--- config.mk ---
export PLATFORM = sky130hd
export DESIGN_NAME = hex_code_points_to_utf16_flat
export DESIGN_NICKNAME = d
export VERILOG_FILES = /design/src/hw/rtl/hcp16_pkg.sv /design/src/hw/rtl/hcp16_if.sv /design/src/hw/rtl/hex_code_points_to_utf16.sv /design/src/hw/rtl/hcp16_front.sv /design/src/hw/rtl/hcp16_fifo.sv /design/src/hw/rtl/hcp16_back.sv /design/src/flat_wrapper.sv
export SDC_FILE = /design/constraint.sdc
export NUM_CORES = 1
export LEC_CHECK = 0
export BUFFER_PORTS_ARGS = -buffer_cell sky130_fd_sc_hd__buf_4
export CAP_MARGIN = 10
export CORE_MARGIN = 4
export CORE_UTILIZATION = 35
export DETAILED_ROUTE_END_ITERATION = 12
export HOLD_SLACK_MARGIN = 0.02
export PLACE_DENSITY = 0.54
export SETUP_SLACK_MARGIN = 0.4
export SYNTH_ARGS = -nofsm -noshare
export SYNTH_HDL_FRONTEND = slang
export SYNTH_SLANG_ARGS = --single-unit
--- constraint.sdc ---
create_clock -name clk -period 8.85 [get_ports clk]
set_input_delay 2.2125 -clock clk [delete_from_list [all_inputs] [get_ports clk]]
set_output_delay 2.2125 -clock clk [all_outputs]
set_load 0.02 [all_outputs]
--- src/hw/rtl/hcp16_pkg.sv ---
// Shared types and constants for the hex code point to UTF-16 converter.
// No dependencies; used by the top level, front end, job queue, back end and testbench.
`default_nettype none

package hcp16_pkg;

	localparam logic [15:0] CHAR_DOT         = 16'h002E;
	localparam logic [20:0] MAX_CODE_POINT   = 21'h10FFFF;
	localparam logic [20:0] SURR_LOW_BOUND   = 21'h00D800;
	localparam logic [20:0] SURR_HIGH_BOUND  = 21'h00DFFF;
	localparam logic [20:0] BMP_MAX          = 21'h00FFFF;
	localparam logic [20:0] SUPP_BASE        = 21'h010000;
	localparam logic [15:0] HIGH_SURR_BASE   = 16'hD800;
	localparam logic [15:0] LOW_SURR_BASE    = 16'hDC00;

	localparam int QUEUE_DEPTH = 4;
	localparam int QUEUE_IDX_W = $clog2(QUEUE_DEPTH);
	localparam int QUEUE_CNT_W = $clog2(QUEUE_DEPTH + 1);

	// job kinds passed from front to back
	localparam logic [1:0] JOB_BMP   = 2'd0;
	localparam logic [1:0] JOB_PAIR  = 2'd1;
	localparam logic [1:0] JOB_ERROR = 2'd2;

	typedef struct packed {
		logic [1:0]  kind;
		logic [20:0] value;
		logic        eot;
	} job_t;

endpackage

`default_nettype wire

--- src/hw/rtl/hcp16_if.sv ---
// Valid/ready channel interfaces for the converter's input and output sides.
// No dependencies.
`default_nettype none

interface hcp16_in_if;
	logic        valid;
	logic        ready;
	logic [15:0] character;
	logic        final_char;

	modport source (output valid, output character, output final_char, input ready);
	modport sink   (input valid, input character, input final_char, output ready);
endinterface

interface hcp16_out_if;
	logic        valid;
	logic        ready;
	logic [15:0] code_unit;
	logic        is_error;
	logic        end_of_text;

	modport source (output valid, output code_unit, output is_error, output end_of_text,
		input ready);
	modport sink   (input valid, input code_unit, input is_error, input end_of_text,
		output ready);
endinterface

`default_nettype wire

--- src/hw/rtl/hex_code_points_to_utf16.sv ---
// Top level of the hex code point list to UTF-16 converter.
// Depends on hcp16_pkg, hcp16_if, hcp16_front, hcp16_fifo and hcp16_back.
//
// Accepts one character per cycle of a dot-separated hex code point text and
// returns UTF-16 words. A code point in the BMP gives one word; a supplementary
// code point gives a surrogate pair, which is sent as two words because the
// output register moves one word per cycle. A four-entry job queue sits between
// the parser and the output stage, so the input keeps flowing while a pair is
// sent or the sink stalls; input stalls only when that queue is full. The first
// word of a code point passes through the job queue and then the output register
// after the character that closes it is accepted. A bad text yields a single word
// with is_error and end_of_text set at its last character; words already sent
// for that text must be dropped by the sink.
`default_nettype none

module hex_code_points_to_utf16 (
	input  wire logic   clk,
	input  wire logic   arst_n,
	hcp16_in_if.sink    chars,
	hcp16_out_if.source units
);

	hcp16_pkg::job_t push_job;
	hcp16_pkg::job_t head_job;
	logic            push;
	logic            full;
	logic            head_valid;
	logic            pop;

	hcp16_front u_front (
		.clk    (clk),
		.arst_n (arst_n),
		.chars  (chars),
		.full   (full),
		.job    (push_job),
		.push   (push)
	);

	hcp16_fifo u_fifo (
		.clk        (clk),
		.arst_n     (arst_n),
		.push       (push),
		.push_job   (push_job),
		.pop        (pop),
		.full       (full),
		.head_valid (head_valid),
		.head_job   (head_job)
	);

	hcp16_back u_back (
		.clk        (clk),
		.arst_n     (arst_n),
		.head_valid (head_valid),
		.head_job   (head_job),
		.pop        (pop),
		.units      (units)
	);

endmodule

`default_nettype wire

--- src/hw/rtl/hcp16_front.sv ---
// Front end: parses characters, tracks segment state, pushes emit jobs.
// Depends on hcp16_pkg and hcp16_if.
`default_nettype none

module hcp16_front (
	input  wire logic          clk,
	input  wire logic          arst_n,
	hcp16_in_if.sink           chars,
	input  wire logic          full,
	output hcp16_pkg::job_t    job,
	output logic               push
);

	logic [20:0] acc_q;
	logic        empty_q;
	logic        err_q;

	logic [20:0] acc_n;
	logic        empty_n;
	logic        err_n;

	logic        is_dot;
	logic        dig_ok;
	logic [3:0]  dig;
	logic [24:0] nxt;
	logic        ovf;
	logic [20:0] close_val;
	logic        close_surr;
	logic        last;
	logic        accept;

	assign chars.ready = !full;
	assign accept      = chars.valid && chars.ready;
	assign last        = chars.final_char;
	assign is_dot      = chars.character == hcp16_pkg::CHAR_DOT;

	always_comb begin
		dig_ok = 1'b1;
		dig    = 4'd0;
		if (chars.character >= 16'h0030 && chars.character <= 16'h0039) begin
			dig = chars.character[3:0];
		end else if ((chars.character >= 16'h0061 && chars.character <= 16'h0066) ||
				(chars.character >= 16'h0041 && chars.character <= 16'h0046)) begin
			dig = chars.character[3:0] + 4'd9;
		end else begin
			dig_ok = 1'b0;
		end
	end

	assign nxt        = {acc_q, 4'b0000} + {21'd0, dig};
	assign ovf        = nxt > {4'd0, hcp16_pkg::MAX_CODE_POINT};
	assign close_val  = is_dot ? acc_q : nxt[20:0];
	assign close_surr = close_val >= hcp16_pkg::SURR_LOW_BOUND &&
		close_val <= hcp16_pkg::SURR_HIGH_BOUND;

	always_comb begin
		acc_n     = acc_q;
		empty_n   = empty_q;
		err_n     = err_q;
		push      = 1'b0;
		job.kind  = (close_val > hcp16_pkg::BMP_MAX) ? hcp16_pkg::JOB_PAIR
			: hcp16_pkg::JOB_BMP;
		job.value = close_val;
		job.eot   = last;
		if (!err_q) begin
			if (is_dot) begin
				if (empty_q || last) begin
					err_n = 1'b1;
				end else begin
					if (close_surr) begin
						err_n = 1'b1;
					end else begin
						push = 1'b1;
					end
					acc_n   = '0;
					empty_n = 1'b1;
				end
			end else if (!dig_ok || ovf) begin
				err_n = 1'b1;
			end else begin
				acc_n   = nxt[20:0];
				empty_n = 1'b0;
				if (last) begin
					if (close_surr) begin
						err_n = 1'b1;
					end else begin
						push = 1'b1;
					end
				end
			end
		end
		if (last) begin
			if (err_n) begin
				push      = 1'b1;
				job.kind  = hcp16_pkg::JOB_ERROR;
				job.value = '0;
				job.eot   = 1'b1;
			end
			acc_n   = '0;
			empty_n = 1'b1;
			err_n   = 1'b0;
		end
		if (!accept) begin
			push = 1'b0;
		end
	end

	always_ff @(posedge clk or negedge arst_n) begin
		if (!arst_n) begin
			acc_q   <= '0;
			empty_q <= 1'b1;
			err_q   <= 1'b0;
		end else if (accept) begin
			acc_q   <= acc_n;
			empty_q <= empty_n;
			err_q   <= err_n;
		end
	end

endmodule

`default_nettype wire

--- src/hw/rtl/hcp16_fifo.sv ---
// Short job queue between front and back ends.
// Depends on hcp16_pkg.
`default_nettype none

module hcp16_fifo (
	input  wire logic             clk,
	input  wire logic             arst_n,
	input  wire logic             push,
	input  hcp16_pkg::job_t       push_job,
	input  wire logic             pop,
	output logic                  full,
	output logic                  head_valid,
	output hcp16_pkg::job_t       head_job
);

	hcp16_pkg::job_t                    mem_q [hcp16_pkg::QUEUE_DEPTH];
	logic [hcp16_pkg::QUEUE_IDX_W-1:0]  wr_ptr_q;
	logic [hcp16_pkg::QUEUE_IDX_W-1:0]  rd_ptr_q;
	logic [hcp16_pkg::QUEUE_CNT_W-1:0]  count_q;
	logic                               do_pop;

	assign full       = count_q == hcp16_pkg::QUEUE_CNT_W'(hcp16_pkg::QUEUE_DEPTH);
	assign head_valid = count_q != '0;
	assign head_job   = mem_q[rd_ptr_q];
	assign do_pop     = pop && head_valid;

	always_ff @(posedge clk) begin
		if (push) begin
			mem_q[wr_ptr_q] <= push_job;
		end
	end

	always_ff @(posedge clk or negedge arst_n) begin
		if (!arst_n) begin
			wr_ptr_q <= '0;
			rd_ptr_q <= '0;
			count_q  <= '0;
		end else begin
			if (push) begin
				wr_ptr_q <= (wr_ptr_q == hcp16_pkg::QUEUE_IDX_W'(hcp16_pkg::QUEUE_DEPTH - 1))
					? '0 : wr_ptr_q + 1'b1;
			end
			if (do_pop) begin
				rd_ptr_q <= (rd_ptr_q == hcp16_pkg::QUEUE_IDX_W'(hcp16_pkg::QUEUE_DEPTH - 1))
					? '0 : rd_ptr_q + 1'b1;
			end
			if (push && !do_pop) begin
				count_q <= count_q + 1'b1;
			end else if (!push && do_pop) begin
				count_q <= count_q - 1'b1;
			end
		end
	end

endmodule

`default_nettype wire

--- src/hw/rtl/hcp16_back.sv ---
// Back end: turns queued jobs into UTF-16 words behind an output register.
// Depends on hcp16_pkg and hcp16_if.
`default_nettype none

module hcp16_back (
	input  wire logic          clk,
	input  wire logic          arst_n,
	input  wire logic          head_valid,
	input  hcp16_pkg::job_t    head_job,
	output logic               pop,
	hcp16_out_if.source        units
);

	logic        valid_q;
	logic [15:0] unit_q;
	logic        err_q;
	logic        eot_q;
	logic        phase_q;   // high surrogate of a pair already loaded into the output register

	logic        load;
	logic        first_half;
	logic [20:0] off;
	logic [15:0] unit_n;

	assign load       = !valid_q || units.ready;
	assign first_half = head_job.kind == hcp16_pkg::JOB_PAIR && !phase_q;
	assign pop        = load && head_valid && !first_half;
	assign off        = head_job.value - hcp16_pkg::SUPP_BASE;

	always_comb begin
		case (head_job.kind)
			hcp16_pkg::JOB_BMP:   unit_n = head_job.value[15:0];
			hcp16_pkg::JOB_PAIR:  unit_n = phase_q
				? hcp16_pkg::LOW_SURR_BASE + {6'd0, off[9:0]}
				: hcp16_pkg::HIGH_SURR_BASE + {6'd0, off[19:10]};
			default:              unit_n = '0;
		endcase
	end

	always_ff @(posedge clk or negedge arst_n) begin
		if (!arst_n) begin
			valid_q <= 1'b0;
			phase_q <= 1'b0;
		end else if (load) begin
			valid_q <= head_valid;
			if (head_valid) begin
				phase_q <= first_half;
			end
		end
	end

	always_ff @(posedge clk) begin
		if (load && head_valid) begin
			unit_q <= unit_n;
			err_q  <= head_job.kind == hcp16_pkg::JOB_ERROR;
			eot_q  <= head_job.eot && !first_half;
		end
	end

	assign units.valid       = valid_q;
	assign units.code_unit   = unit_q;
	assign units.is_error    = err_q;
	assign units.end_of_text = eot_q;

endmodule

`default_nettype wire

--- src/flat_wrapper.sv ---
// flat-port wrapper written by rule: the top's interface ports become plain ports
module hex_code_points_to_utf16_flat 
  (clk, arst_n, chars_valid, chars_character, chars_final_char, chars_ready, units_valid, units_code_unit, units_is_error, units_end_of_text, units_ready);
  hcp16_in_if chars_i ();
  hcp16_out_if units_i ();
  input  wire logic clk;
  input  wire logic arst_n;
  input wire logic [$bits(chars_i.valid)-1:0] chars_valid;
  input wire logic [$bits(chars_i.character)-1:0] chars_character;
  input wire logic [$bits(chars_i.final_char)-1:0] chars_final_char;
  output wire logic [$bits(chars_i.ready)-1:0] chars_ready;
  output wire logic [$bits(units_i.valid)-1:0] units_valid;
  output wire logic [$bits(units_i.code_unit)-1:0] units_code_unit;
  output wire logic [$bits(units_i.is_error)-1:0] units_is_error;
  output wire logic [$bits(units_i.end_of_text)-1:0] units_end_of_text;
  input wire logic [$bits(units_i.ready)-1:0] units_ready;
  assign chars_i.valid = chars_valid;
  assign chars_i.character = chars_character;
  assign chars_i.final_char = chars_final_char;
  assign chars_ready = chars_i.ready;
  assign units_valid = units_i.valid;
  assign units_code_unit = units_i.code_unit;
  assign units_is_error = units_i.is_error;
  assign units_end_of_text = units_i.end_of_text;
  assign units_i.ready = units_ready;
  hex_code_points_to_utf16 u_core (.clk(clk), .arst_n(arst_n), .chars(chars_i), .units(units_i));
endmodule
; Word level (Yosys, flattened, before mapping)
; Memories as Yosys holds them, arrays and structs flattened.
; Cells that the tools add are included.
[classes]
n_addsub = 9
mul = 0
div = 0
magnitude_cmp = 10
n_eq_ne = 9
shift = 0
mux = 42
bitwise_logic = 0
n_reduce_logical = 28
[op_table]
columns = op, n
row1 = $mux 21, 6
row2 = $mux 24, 2
row3 = $add 15x11->16 const A, 2
row4 = $ge 16x7->1 const B, 2
row5 = $le 16x7->1 const B, 2
row6 = $pmux 16 s2, 1
row7 = $mux 1, 26
row8 = $add 25x4->25, 1
row9 = $gt 25x21->1 const B, 1
row10 = $ge 21x16->1 const B, 1
row11 = $gt 21x16->1 const B, 1
row12 = $le 21x16->1 const B, 1
row13 = $sub 20x17->20 const B, 1
row14 = $eq 16x6->1 const B, 1
row15 = $ge 16x6->1 const B, 1
row16 = $le 16x6->1 const B, 1
row17 = $mux 16, 1
row18 = $logic_and 1x1->1, 12
row19 = $mux 4, 2
row20 = $logic_not 1->1, 7
row21 = $eq 2x2->1 const B, 3
row22 = $mux 3, 2
row23 = $ne 3x3->1 const B, 2
row24 = $add 2x1->2 const B, 2
row25 = 13 further kinds, 17
[totals]
register_bits = 50
latchBits = 0
mem_bits_rw = 96
rom_bits = 0
inputBits = 21
wordCells = 110
n_memories = 1
[memory_table]
columns = name, depth, width, rd, rd_clocked_by_memory_dff, write_ports, line
row1 = u_core.u_fifo.mem_q, 4, 24, 1, 0, 1, hcp16_fifo.sv:16  ; hcp16_pkg::job_t mem_q [hcp16_pkg::QUEUE_DEPTH];

; Longest topological paths before layout
; Gate-level depths: netlist of the first run.
[depth]
word_depth = 21
ltp_mapped = 14
ltp_nobuf = 13

; Cells and area by module
; A second synthesis of the first run with hierarchy kept.
[unflattened]
cells_unflattened = 447
hier_area_um2 = 6587.6
[modules_own_cells]
columns = mod, n_inst, cells_per_inst, area_per_inst_um2
row1 = hcp16_fifo, 1, 163, 3938.8
row2 = hcp16_front, 1, 203, 1711.6
row3 = hcp16_back, 1, 81, 937.1

; Least setup slack after synthesis of the first run
; OpenSTA, ideal clock, no wires.
[synth_timing]
path_kind = input-to-reg
from = in chars_character[10]
to = mem u_core.u_fifo.mem_q[0][0] (netlist bit) (enable)
setup_time_ps = 403
t_arrival_ps = 4603
required_ps = 8447
setup_slack_ps = 3845
cell_stages = 6
cell_sequence = nor4_4 -> nand3_2 -> or4_4 -> buf_2 -> o21a_1 -> nor2_1
[synth_via]
elab_chain_cells = 19
elab_cells_between_ends = 40
[synth_rtl]
columns = element, line
row1 = start: declaration, flat_wrapper.sv:9  ; input wire logic [$bits(chars_i.character)-1:0] chars_character;
row2 = $ge 16x7->1 (tied with other cells), hcp16_front.sv:42  ; end else if ((chars.character >= 16'h0061 && chars.character <= 16'h0066) ||
row3 = "$logic_and 1x1->1, on equally long branches", "hcp16_front.sv:42, hcp16_front.sv:43"
row4 = $logic_or 1x1->1, hcp16_front.sv:42
row5 = $mux 4, hcp16_front.sv:42
row6 = $mux 4, hcp16_front.sv:40  ; if (chars.character >= 16'h0030 && chars.character <= 16'h0039) begin
row7 = $add 25x4->25, hcp16_front.sv:50  ; assign nxt = {acc_q, 4'b0000} + {21'd0, dig};
row8 = $mux 21, hcp16_front.sv:52  ; assign close_val = is_dot ? acc_q : nxt[20:0];
row9 = $ge 21x16->1 / $le 21x16->1 (equally long branches), "hcp16_front.sv:53, hcp16_front.sv:54"
row10 = [3 not listed], -
row11 = $mux 1, hcp16_front.sv:78  ; end else if (!dig_ok || ovf) begin
row12 = $mux 1, hcp16_front.sv:66  ; if (is_dot) begin
row13 = $mux 1, hcp16_front.sv:65  ; if (!err_q) begin
row14 = $mux 1, hcp16_front.sv:93  ; if (err_n) begin
row15 = $mux 1 (*), hcp16_front.sv:92  ; if (last) begin
row16 = $mux 1 (*), hcp16_front.sv:103  ; if (!accept) begin
row17 = $mux 1 (*), hcp16_fifo.sv:28  ; if (push) begin
row18 = $mux 1 (not written as such) (*), hcp16_fifo.sv:29  ; mem_q[wr_ptr_q] <= push_job;
row19 = end: declaration, hcp16_fifo.sv:16
; Mark *: on every way between the ends. The rest lies on a longest branch, timed or not.

; Worst setup path in the final report of the first run
[layout_timing]
from = in chars_character[0]
to = reg u_core.u_fifo.count_q[2] (netlist bit)
[layout_via]
elab_chain_cells = 20
elab_cells_between_ends = 44
[layout_rtl]
columns = element, line
row1 = $ge 16x7->1 (tied with other cells), hcp16_front.sv:42
row2 = "$logic_and 1x1->1, on equally long branches", "hcp16_front.sv:42, hcp16_front.sv:43"
row3 = $logic_or 1x1->1, hcp16_front.sv:42
row4 = $mux 4, hcp16_front.sv:42
row5 = $mux 4, hcp16_front.sv:40
row6 = $add 25x4->25, hcp16_front.sv:50
row7 = $mux 21, hcp16_front.sv:52
row8 = $ge 21x16->1 / $le 21x16->1 (equally long branches), "hcp16_front.sv:53, hcp16_front.sv:54"
row9 = [5 not listed], -
row10 = $mux 1, hcp16_front.sv:65
row11 = $mux 1, hcp16_front.sv:93
row12 = $mux 1 (*), hcp16_front.sv:92
row13 = $mux 1 (*), hcp16_front.sv:103
row14 = via u_core.push, hex_code_points_to_utf16.sv:25  ; logic push;
row15 = $logic_not 1->1, hcp16_fifo.sv:49  ; end else if (!push && do_pop) begin
row16 = $logic_and 1x1->1, hcp16_fifo.sv:49
row17 = $reduce_bool 2->1 (no source line), -
row18 = end signal: assignment, hcp16_fifo.sv:48  ; count_q <= count_q + 1'b1;
row19 = end signal: assignment, hcp16_fifo.sv:50  ; count_q <= count_q - 1'b1;
row20 = end: declaration, hcp16_fifo.sv:19  ; logic [hcp16_pkg::QUEUE_CNT_W-1:0] count_q;
; Mark *: on every way through the listed nets, which the timed path passes. The rest lies on a longest branch.
; A chain may end at the register's enable or synchronous reset.

==> results.txt, run 1 <==
----------------------------------------------------
[Critical path]
  Data arrival time of the worst path ... roughly 5.0 ns
  Worst-path maximum fanout ... 6
  Critical path class ... primary input to flop
  R2R depth ... 10
  Required time of the critical path ... 9.19 ns
  Critical Path Source Type ... primary input
  Endpoint kind of the worst setup timing path ... flop

[Global routing]
  GRT Total Usage ... 13.67%
  Total overflow reported by the global router ... 0
  First-pass GRT wire length ... between 20,000 and 25,000 um
  Via count of the first global-routing pass ... 3,927
  Antenna violations before repair ... 0
  Pin count of the biggest net entering global routing ... 33

[Clock network]
  CTS Hold Buffers Added ... 0
  Clock buffer count from CTS ... 17
  Sink count of the clock tree ... roughly 140
  Number of gates given a new drive strength after cts ... 0
  Worst-skew pair later-pin latency ... 0.42 ns
  Cell at the root of the clock tree ... clkbuf_16
  # Post-CTS Setup Buffers ... 0
  Deepest level of the CTS H-tree ... 4
  Clock Path Buffers ... 2
  Clock-pin slew reported for the worst setup and hold paths after clock tree synthesis ... 0.06 ns
  CTS tree ... yes

[Routing]
  Number of antenna-violating nets in the routed design ... 0
  1st-iter DRT viols ... 281
  Final Routed Wirelength ... 12,940 um
  Routed wirelength normalized by instance count ... roughly 18 um
  Routed vias ... 3,782
  Remaining DRCs ... 0
  Drt first pass iters ... 4
  Routed vias/inst ... 5.224

[Logic synthesis]
  Count of state elements after synthesis ... 142
  Count of different cell masters after synthesis ... 61
  Mapped Nets ... 473
  Number of synthesized flops with an enable pin ... 110
  Synth Area per Inst ... 14.36 sq um
  Post-synthesis instance area ... 6317 sq um
  Post-synthesis cell count ... 440
  Post-synthesis sequential area ratio ... 64.98%
  Top flip-flop cell by instance count after synthesis ... edfxtp_1
  Fraction of registers with async set or reset after synthesis ... 22.54%
  Number of warnings issued by yosys ... 0

[Floorplanning]
  # IOs ... about 40
  # rows ... 48
  Overall die area ... about 20,000 sq um
  Initial standard-cell utilization of the core ... 36.15%
  Core Area ... roughly 17,000 sq um
  Die width ... 142.4 um
  Die Height ... about 140 um

[Placement]
  Post-place setup slack ... 3.761 ns
  Total half-perimeter wirelength after legalization and detailed placement ... 8471 um
  Number of I/O port buffers ... 40
  Final Wtd Congestion ... around 0.84

[STA]
  Crit share post-route ... 52.62%
  Setup-failing EPs final ... 0
  Unrepaired setup endpoints after global routing ... no
  Pins Over Slew Limit ... 0
  Transition at the pin with the smallest max-transition slack ... 1.153 ns
  Hold Violations, Final ... 0
  Setup clock skew after layout ... around 0.013 ns
  Worst rel slew slack ... 22.88%
  Clock period minus worst slack ... ~4.7 ns
  Worst-case setup margin in the final layout ... about 4.2 ns
  Maximum achievable frequency ... 0.2147 GHz
  Final sum of negative setup slack ... 0 ns

[Finish]
  Share of layout cells above drive strength 1 ... 24.45%
  Storage element area ... 4105 sq um
  Antenna Cells ... 0
  Area Growth Syn to Fin ... 19.23%
  Footprint of the multi-input gates ... 2047 sq um
  Fill cells ... approximately 1,600
  NumNets Final ... 519

[Pwr]
  Static Leakage ... 2.734 nW
  Final Total Pwr ... 0.002288 W
  Max VDD drop ... 161.8 uV
  Pwr dens ... 303.7 nW/um^2

[Outcome]
  Result of the run ... finished clean

[Flow run]
  Count of maximum capacitance violations ... 0

[Worst hold path]
  Hold path cells ... 1
  Hold WC Path Type ... flop to flop

----------------------------------------------------
==> final timing paths <==
check / start / end / slack [ns]
worst max-delay path: chars_character[0] / u_core.u_fifo.count_q[2] / 4.19
worst min-delay path: u_core.u_fifo.count_q[2] / u_core.u_fifo.count_q[2] / 0.48
worst max register to register: u_core.u_fifo.rd_ptr_q[0] / u_core.u_fifo.count_q[2] / 5.64
worst min register to register: u_core.u_fifo.count_q[2] / u_core.u_fifo.count_q[2] / 0.48
max in group asynchronous: arst_n / u_core.u_front.empty_q / 6.74
min in group asynchronous: arst_n / u_core.u_fifo.wr_ptr_q[1] / 1.75
==> kinds of logic after synthesis <==
kind of cell               count (synthesis)  synth area share [%]
DFF                                      142                 64.98
and+or+nand+nor                          132                 11.03
AOI/OAI and AO/OA                         78                 8.715
buffers and inverters                     42                 2.832
muxes                                     29                 9.249
adders and majority gates                 12                 2.496
xor gates and xnor gates                   5                0.6933
==> per-stage QoR <==
| step | cell area, sq um | utilization (%) | instances | hold slack (ns) |
|---|---|---|---|---|
| after floorplan | 6317 | - | 440 | 0.4565 |
| after global placement | 6869 | 39.30 | 692 | 0.4783 |
| after detailed placement | 6869 | 39.30 | 692 | 0.4773 |
| after CTS | 7532 | 43.10 | 724 | 0.4857 |
| after global routing | 7532 | 43.10 | 724 | 0.5178 |
| final | 7532 | 43.10 | 724 | 0.4816 |
==> critical path, cell delays in order <==
cell	delay (ns)
buf_4	0.13
inv_1	0.09
ha_1	0.14
and4b_1	0.19
and4_1	0.36
mux2_2	0.40
o21a_1	0.27
nor2_1	0.13
ha_1	0.19
inv_1	0.06
fa_1	0.38
xor2_1	0.17
nor2_1	0.11
xor2_1	0.14
==> state kept, by name, indices dropped and copies added (netlist names) <==
signal,flops
u_core.u_back.units.valid,1
u_core.u_front.empty_q,1
u_core.u_front.acc_q,21
u_core.u_fifo.count_q,3
u_core.u_fifo.wr_ptr_q,2
u_core.u_fifo.rd_ptr_q,2
u_core.u_back.units.code_unit,16
u_core.u_back.units.end_of_text,1
u_core.u_back.units.is_error,1
u_core.u_fifo.mem_q,92
u_core.u_back.phase_q,1
u_core.u_front.err_q,1
==> layout by cell type, fill, tap and decap left out, types with 3 or more instances in the layout <==
cell       netlist  routed
nor2_1          27      23
o22ai_1          4       4
buf_4            0      47
ha_1            11      11
a22o_1          17      17
nand2_1         51      51
mux4_2          23      23
or4_1            3       3
a21oi_1         22      21
nor3_1           7       7
nor4b_1          3       3
inv_1           22      22
dfrtp_1         31      31
clkbuf_16        0      17
o21ai_0         13      13
and3_1           3       3
o21a_1           3       3
clkinv_2         0       4
mux2_2           5       5
a221oi_1         3       3
bufinv_16        0       6
nand3_1          3       3
and2_1           3       3
xnor2_1          3       3
nand4b_1         3       3
edfxtp_1       110     110
nor2_2           1       5
==> Yosys cell counts, types with 7 or more instances <==
master,n,area [sq um]
o21ai_0,13,65.06
mux4_2,23,518.0
a21oi_1,22,110.1
dfrtp_1,31,775.7
nor2_1,27,101.4
a22o_1,17,148.9
clkbuf_1,12,45.04
inv_1,22,82.58
edfxtp_1,110,3303
ha_1,11,137.6
nor3_1,7,35.03
nand2_1,51,191.4
==> final cells by class <==
class | count | share of cell area (%)
Multi-Input combinational cell | 256 | 27.18
Sequential cell | 142 | 54.50
Inverter | 22 | 1.096
Clock inverter | 12 | 2.874
Clock buffer | 20 | 5.930
Timing Repair Buffer | 47 | 4.684
Tap cell | 225 | 3.738
==> layer usage <==
layer,share of wire [%],track usage [%],up-vias
met5,0,0,-
met4,0.96,6.053,0
met3,4.1,3.259,9
met2,48,21.42,88
met1,47,18.22,1914
li1,-,-,1771
==> power by group <==
group	switching, W	internal (W)	total, W
Clock	0.000254	0.000534	0.000788
Combinational	0.000342	0.000261	0.000604
Sequential	0.0000384	0.000858	0.000896
Total	0.000635	0.00165	0.00229
No activity file was read; power rests on OpenSTA's default activity.
==> inputs of run 2 (changes only) <==
- ABC_AREA: default -> 1
- PLACE_DENSITY: 0.54 -> 0.56
- clock period: 8.85 -> 4.2 ns (I/O delays scaled with it)
==> run 2 against run 1 <==
Net effect:
- flip-flop and latch count stayed put
- register-to-register slack worse by 4.6 ns
- via count is 27% higher
- hold slack better by 0.010 ns
- sequential share of layout area is 1.7 points lower
- area after synthesis is 4.2% higher
- synthesized cell count is 44% higher
- clock skew is 0.0086 ns lower
- total power is 110% higher
- highest routed layer unchanged
==> results.txt, run 2 <==
----------------------------------------------------
[Outcome]
  Result of the run ... finished clean

[STA]
  Unrepaired setup endpoints after global routing ... no
  Hold Violations, Final ... 0 (unchanged)
  Clock period minus worst slack ... ~3.6 ns
  Transition at the pin with the smallest max-transition slack ... 0.8095 ns (-0.3431 ns)
  Final sum of negative setup slack ... 0 ns (unchanged)
  Pins Over Slew Limit ... 0 (unchanged)
  Setup clock skew after layout ... 0.004540 ns (-0.008629 ns)
  Crit share post-route ... 85.15%
  Maximum achievable frequency ... 0.2796 GHz
  Worst rel slew slack ... 45.67% (+23 points)
  Setup-failing EPs final ... 0 (unchanged)

[Finish]
  Antenna Cells ... 0 (unchanged)
  NumNets Final ... 716 (+38%)
  Fill cells ... 1,733 (+9.4%)
  Top library cells by usage in the layout, fill and taps aside ... edfxtp_1 (110), nand2_1 (107), inv_1 (64), o21ai_0 (64), buf_4 (55)
  Register containing the most flip-flops in the final layout ... u_core.u_fifo.mem_q
  Most common cell after layout, fill and taps aside ... edfxtp_1
  Area Growth Syn to Fin ... 18.23%
  Flip-flop count of the largest register after layout ... 92 (unchanged)
  Share of layout cells above drive strength 1 ... 15.52% (-8.9 points)
  Final core area utilization ... 42.73% (-0.36 points)

[Placement]
  Number of I/O port buffers ... 40 (unchanged)
  Final Wtd Congestion ... 0.8241 (-2.2%)
  Total half-perimeter wirelength after legalization and detailed placement ... 10,090 um (+19%)

[Routing]
  Routed vias/inst ... 5.175 (-0.93%)
  Number of antenna-violating nets in the routed design ... 0 (unchanged)
  Drt first pass iters ... 5 (+1)
  Routed vias ... 4,787 (+27%)
  Remaining DRCs ... 0 (unchanged)
  Final Routed Wirelength ... 14,790 um (+14%)
  1st-iter DRT viols ... 412 (+47%)
  Routed wirelength normalized by instance count ... 15.99 um (-11%)

[Critical path]
  Largest incremental delay on the critical path ... 0.37 ns (-0.03 ns)
  Critical path class ... primary input to flop
  Required time of the critical path ... 4.49 ns (-4.70 ns)
  Slowest CP cell ... fa_1
  Worst-path maximum fanout ... 33 (+27)
  Critical Path Source Type ... primary input
  Endpoint kind of the worst setup timing path ... flop
  R2R depth ... 13 (+3)
  Crit path capture ... u_core.u_fifo.count_q[2]
  Data arrival time of the worst path ... 3.87 ns (-1.13 ns)
  CP startpoint ... chars_character[0]
  RR Endpoint ... u_core.u_fifo.count_q[2]
  Worst path cell trace ... buf_4, inv_1, ha_1, nand3_1, nor2_4, nand2_8, inv_1, nand2_1, a21oi_1, nand2_1, nand3_2, nand2_1, nand2_2, nand3_1, nand2_1, nand2_2, inv_1, ha_1, inv_1, fa_1, a21oi_1, o21ai_0, xor2_1
  Launching point of the worst reg2reg path ... u_core.u_fifo.rd_ptr_q[1]
  Reg-to-reg slack, setup ... 1.08 ns (-4.56 ns)

[Global routing]
  Via count of the first global-routing pass ... 4,439 (+13%)
  GRT Total Usage ... 14.12% (+0.46 points)
  Pin count of the biggest net entering global routing ... 34 (+3.0%)
  Antenna violations before repair ... 0 (unchanged)
  First-pass GRT wire length ... 23,740 um (+13%)
  Total overflow reported by the global router ... 0 (unchanged)

[Logic synthesis]
  Number of synthesized flops with an enable pin ... 110 (unchanged)
  Cell with the most instances after synthesis ... edfxtp_1
  Mapped Nets ... 668 (+41%)
  Top flip-flop cell by instance count after synthesis ... edfxtp_1
  Post-synthesis sequential area ratio ... 62.38% (-2.6 points)
  Fraction of registers with async set or reset after synthesis ... 22.54% (unchanged)
  Count of state elements after synthesis ... 142 (unchanged)
  Post-synthesis instance area ... 6581 sq um (+4.2%)
  Leading area contributor after synthesis ... edfxtp_1
  Synth Area per Inst ... 10.36 sq um (-28%)
  Count of different cell masters after synthesis ... 39 (-36%)
  Number of warnings issued by yosys ... 0 (unchanged)
  Synth top area share ... 50.19% (-2.1 points)
  Post-synthesis cell count ... 635 (+44%)
  Leading post-synthesis cells by cell area ... edfxtp_1 (50%), dfrtp_1 (12%), nand2_1 (6.1%)
  Top cells by instance count after synthesis ... edfxtp_1 (110), nand2_1 (107), inv_1 (64), o21ai_0 (64), nor2_1 (57)

[Clock network]
  Deepest level of the CTS H-tree ... 4 (unchanged)
  CTS Hold Buffers Added ... 0 (unchanged)
  CTS tree ... yes
  Clock Path Buffers ... 2 (unchanged)
  Clock buffer count from CTS ... 17 (unchanged)
  Worst-skew pair later-pin latency ... 0.42 ns (about the same)
  Cell at the root of the clock tree ... clkbuf_16
  Clock-pin slew reported for the worst setup and hold paths after clock tree synthesis ... 0.05 ns (about the same)
  Sink count of the clock tree ... 142 (unchanged)

[Pwr]
  Static Leakage ... 3.049 nW (+12%)
  Max VDD drop ... 289.0 uV (+79%)
  Pwr dens ... 614.1 nW/um^2 (+100%)

[Floorplanning]
  # IOs ... 41 (unchanged)
  Overall die area ... 21,060 sq um (+3.9%)
  Core Area ... 18,210 sq um (+4.2%)
  Initial standard-cell utilization of the core ... 36.14% (about the same)
  Die Height ... 145.1 um (+1.9%)
  Die width ... 145.1 um (+1.9%)
  # rows ... 49 (+2.1%)

[Flow run]
  Count of maximum capacitance violations ... 0 (unchanged)

[Worst hold path]
  Hold wc startpoint ... u_core.u_front.err_q
  Hold WC Path Type ... flop to flop

----------------------------------------------------
run 2: cell types whose count changed after synthesis, moves of 6 or more:
cell	before	now
a32o_1	0	8
nand2_1	51	107
mux4_2	23	0
nor3_1	7	1
o21ai_0	13	64
nand3_1	3	29
clkbuf_1	12	19
nand4_1	2	19
nor2_1	27	57
o22ai_1	4	20
a21oi_1	22	37
inv_1	22	64
a22o_1	17	0
run 2: logic make-up after synthesis:
| kind of cell | count (synthesis) | share of synthesized area, % |
|---|---|---|
| buffers and inverters | 97 | 6.007 |
| AO/OA/AOI/OAI | 152 | 13.42 |
| flip-flops | 142 | 62.38 |
| XOR/XNOR | 6 | 0.7985 |
| adder cells (fa/ha/maj) | 12 | 2.395 |
| AND/OR/NAND/NOR | 226 | 15.00 |
run 2: worst max-delay path, delay by kind of cell:
kind	cells	cell delay [ns]
simple gates	11	1.15
fa+ha+maj	3	0.64
buf+inv	5	0.45
compound gates	3	0.39
xor+xnor	1	0.15
run 2: worst min path at each step:
stage / endpoint / slack, ns / cells after the start
4_1_cts: u_core.u_front.err_q / 0.49 / 2
2_1_floorplan: u_core.u_front.err_q / 0.45 / 2
6_report: u_core.u_front.err_q / 0.49 / 2
3_3_place_gp: u_core.u_front.err_q / 0.47 / 2
3_5_place_dp: u_core.u_front.err_q / 0.48 / 2
5_1_grt: u_core.u_front.err_q / 0.51 / 2
run 2: repair_timing:
| item | CTS | global route |
|---|---|---|
| gates resized for setup | 0 | 2 |
| setup buffers | 0 | 2 |
| setup endpoints to repair | 0 | 2 |
run 2: metrics by stage:
stage	instance area, sq um	instances	setup slack [ns]	hold slack (ns)	power (W)
final	7781	925	0.6239	0.4918	0.004778
after global routing	7781	925	0.4055	0.5088	0.005071
after CTS	7752	923	0.5380	0.4900	0.004827
after floorplan	6581	635	0.2626	0.4490	0.002898
after detailed placement	7218	891	0.08286	0.4763	0.003462
after global placement	7218	891	0.1749	0.4696	0.003429
run 2: power by group:
part	internal (W)	switching [W]	leakage, nW
clock network	0.000805	0.000546	0.255
registers	0.00181	0.0000900	1.47
logic	0.000534	0.000998	1.32
total	0.00314	0.00163	3.05
run 2: routing by layer:
| metal | global-route usage [%] | wire [um] | up-vias |
|---|---|---|---|
| li1 | - | - | 2329 |
| met1 | 18.42 | 6834 | 2300 |
| met2 | 23.17 | 7106 | 137 |
| met3 | 3.430 | 605 | 21 |
| met4 | 4.938 | 243 | 0 |
| met5 | 0 | 0 | - |
run 2: cell type report:
type	count	area [sq um]	area share, %
sequential	142	4105	52.76
multi-input combinational	396	2111	27.13
timing repair buffer	59	493.0	6.335
inverter	67	251.5	3.232
clock buffer	20	436.7	5.612
tap	229	286.5	3.682
clock inverter	12	97.59	1.254
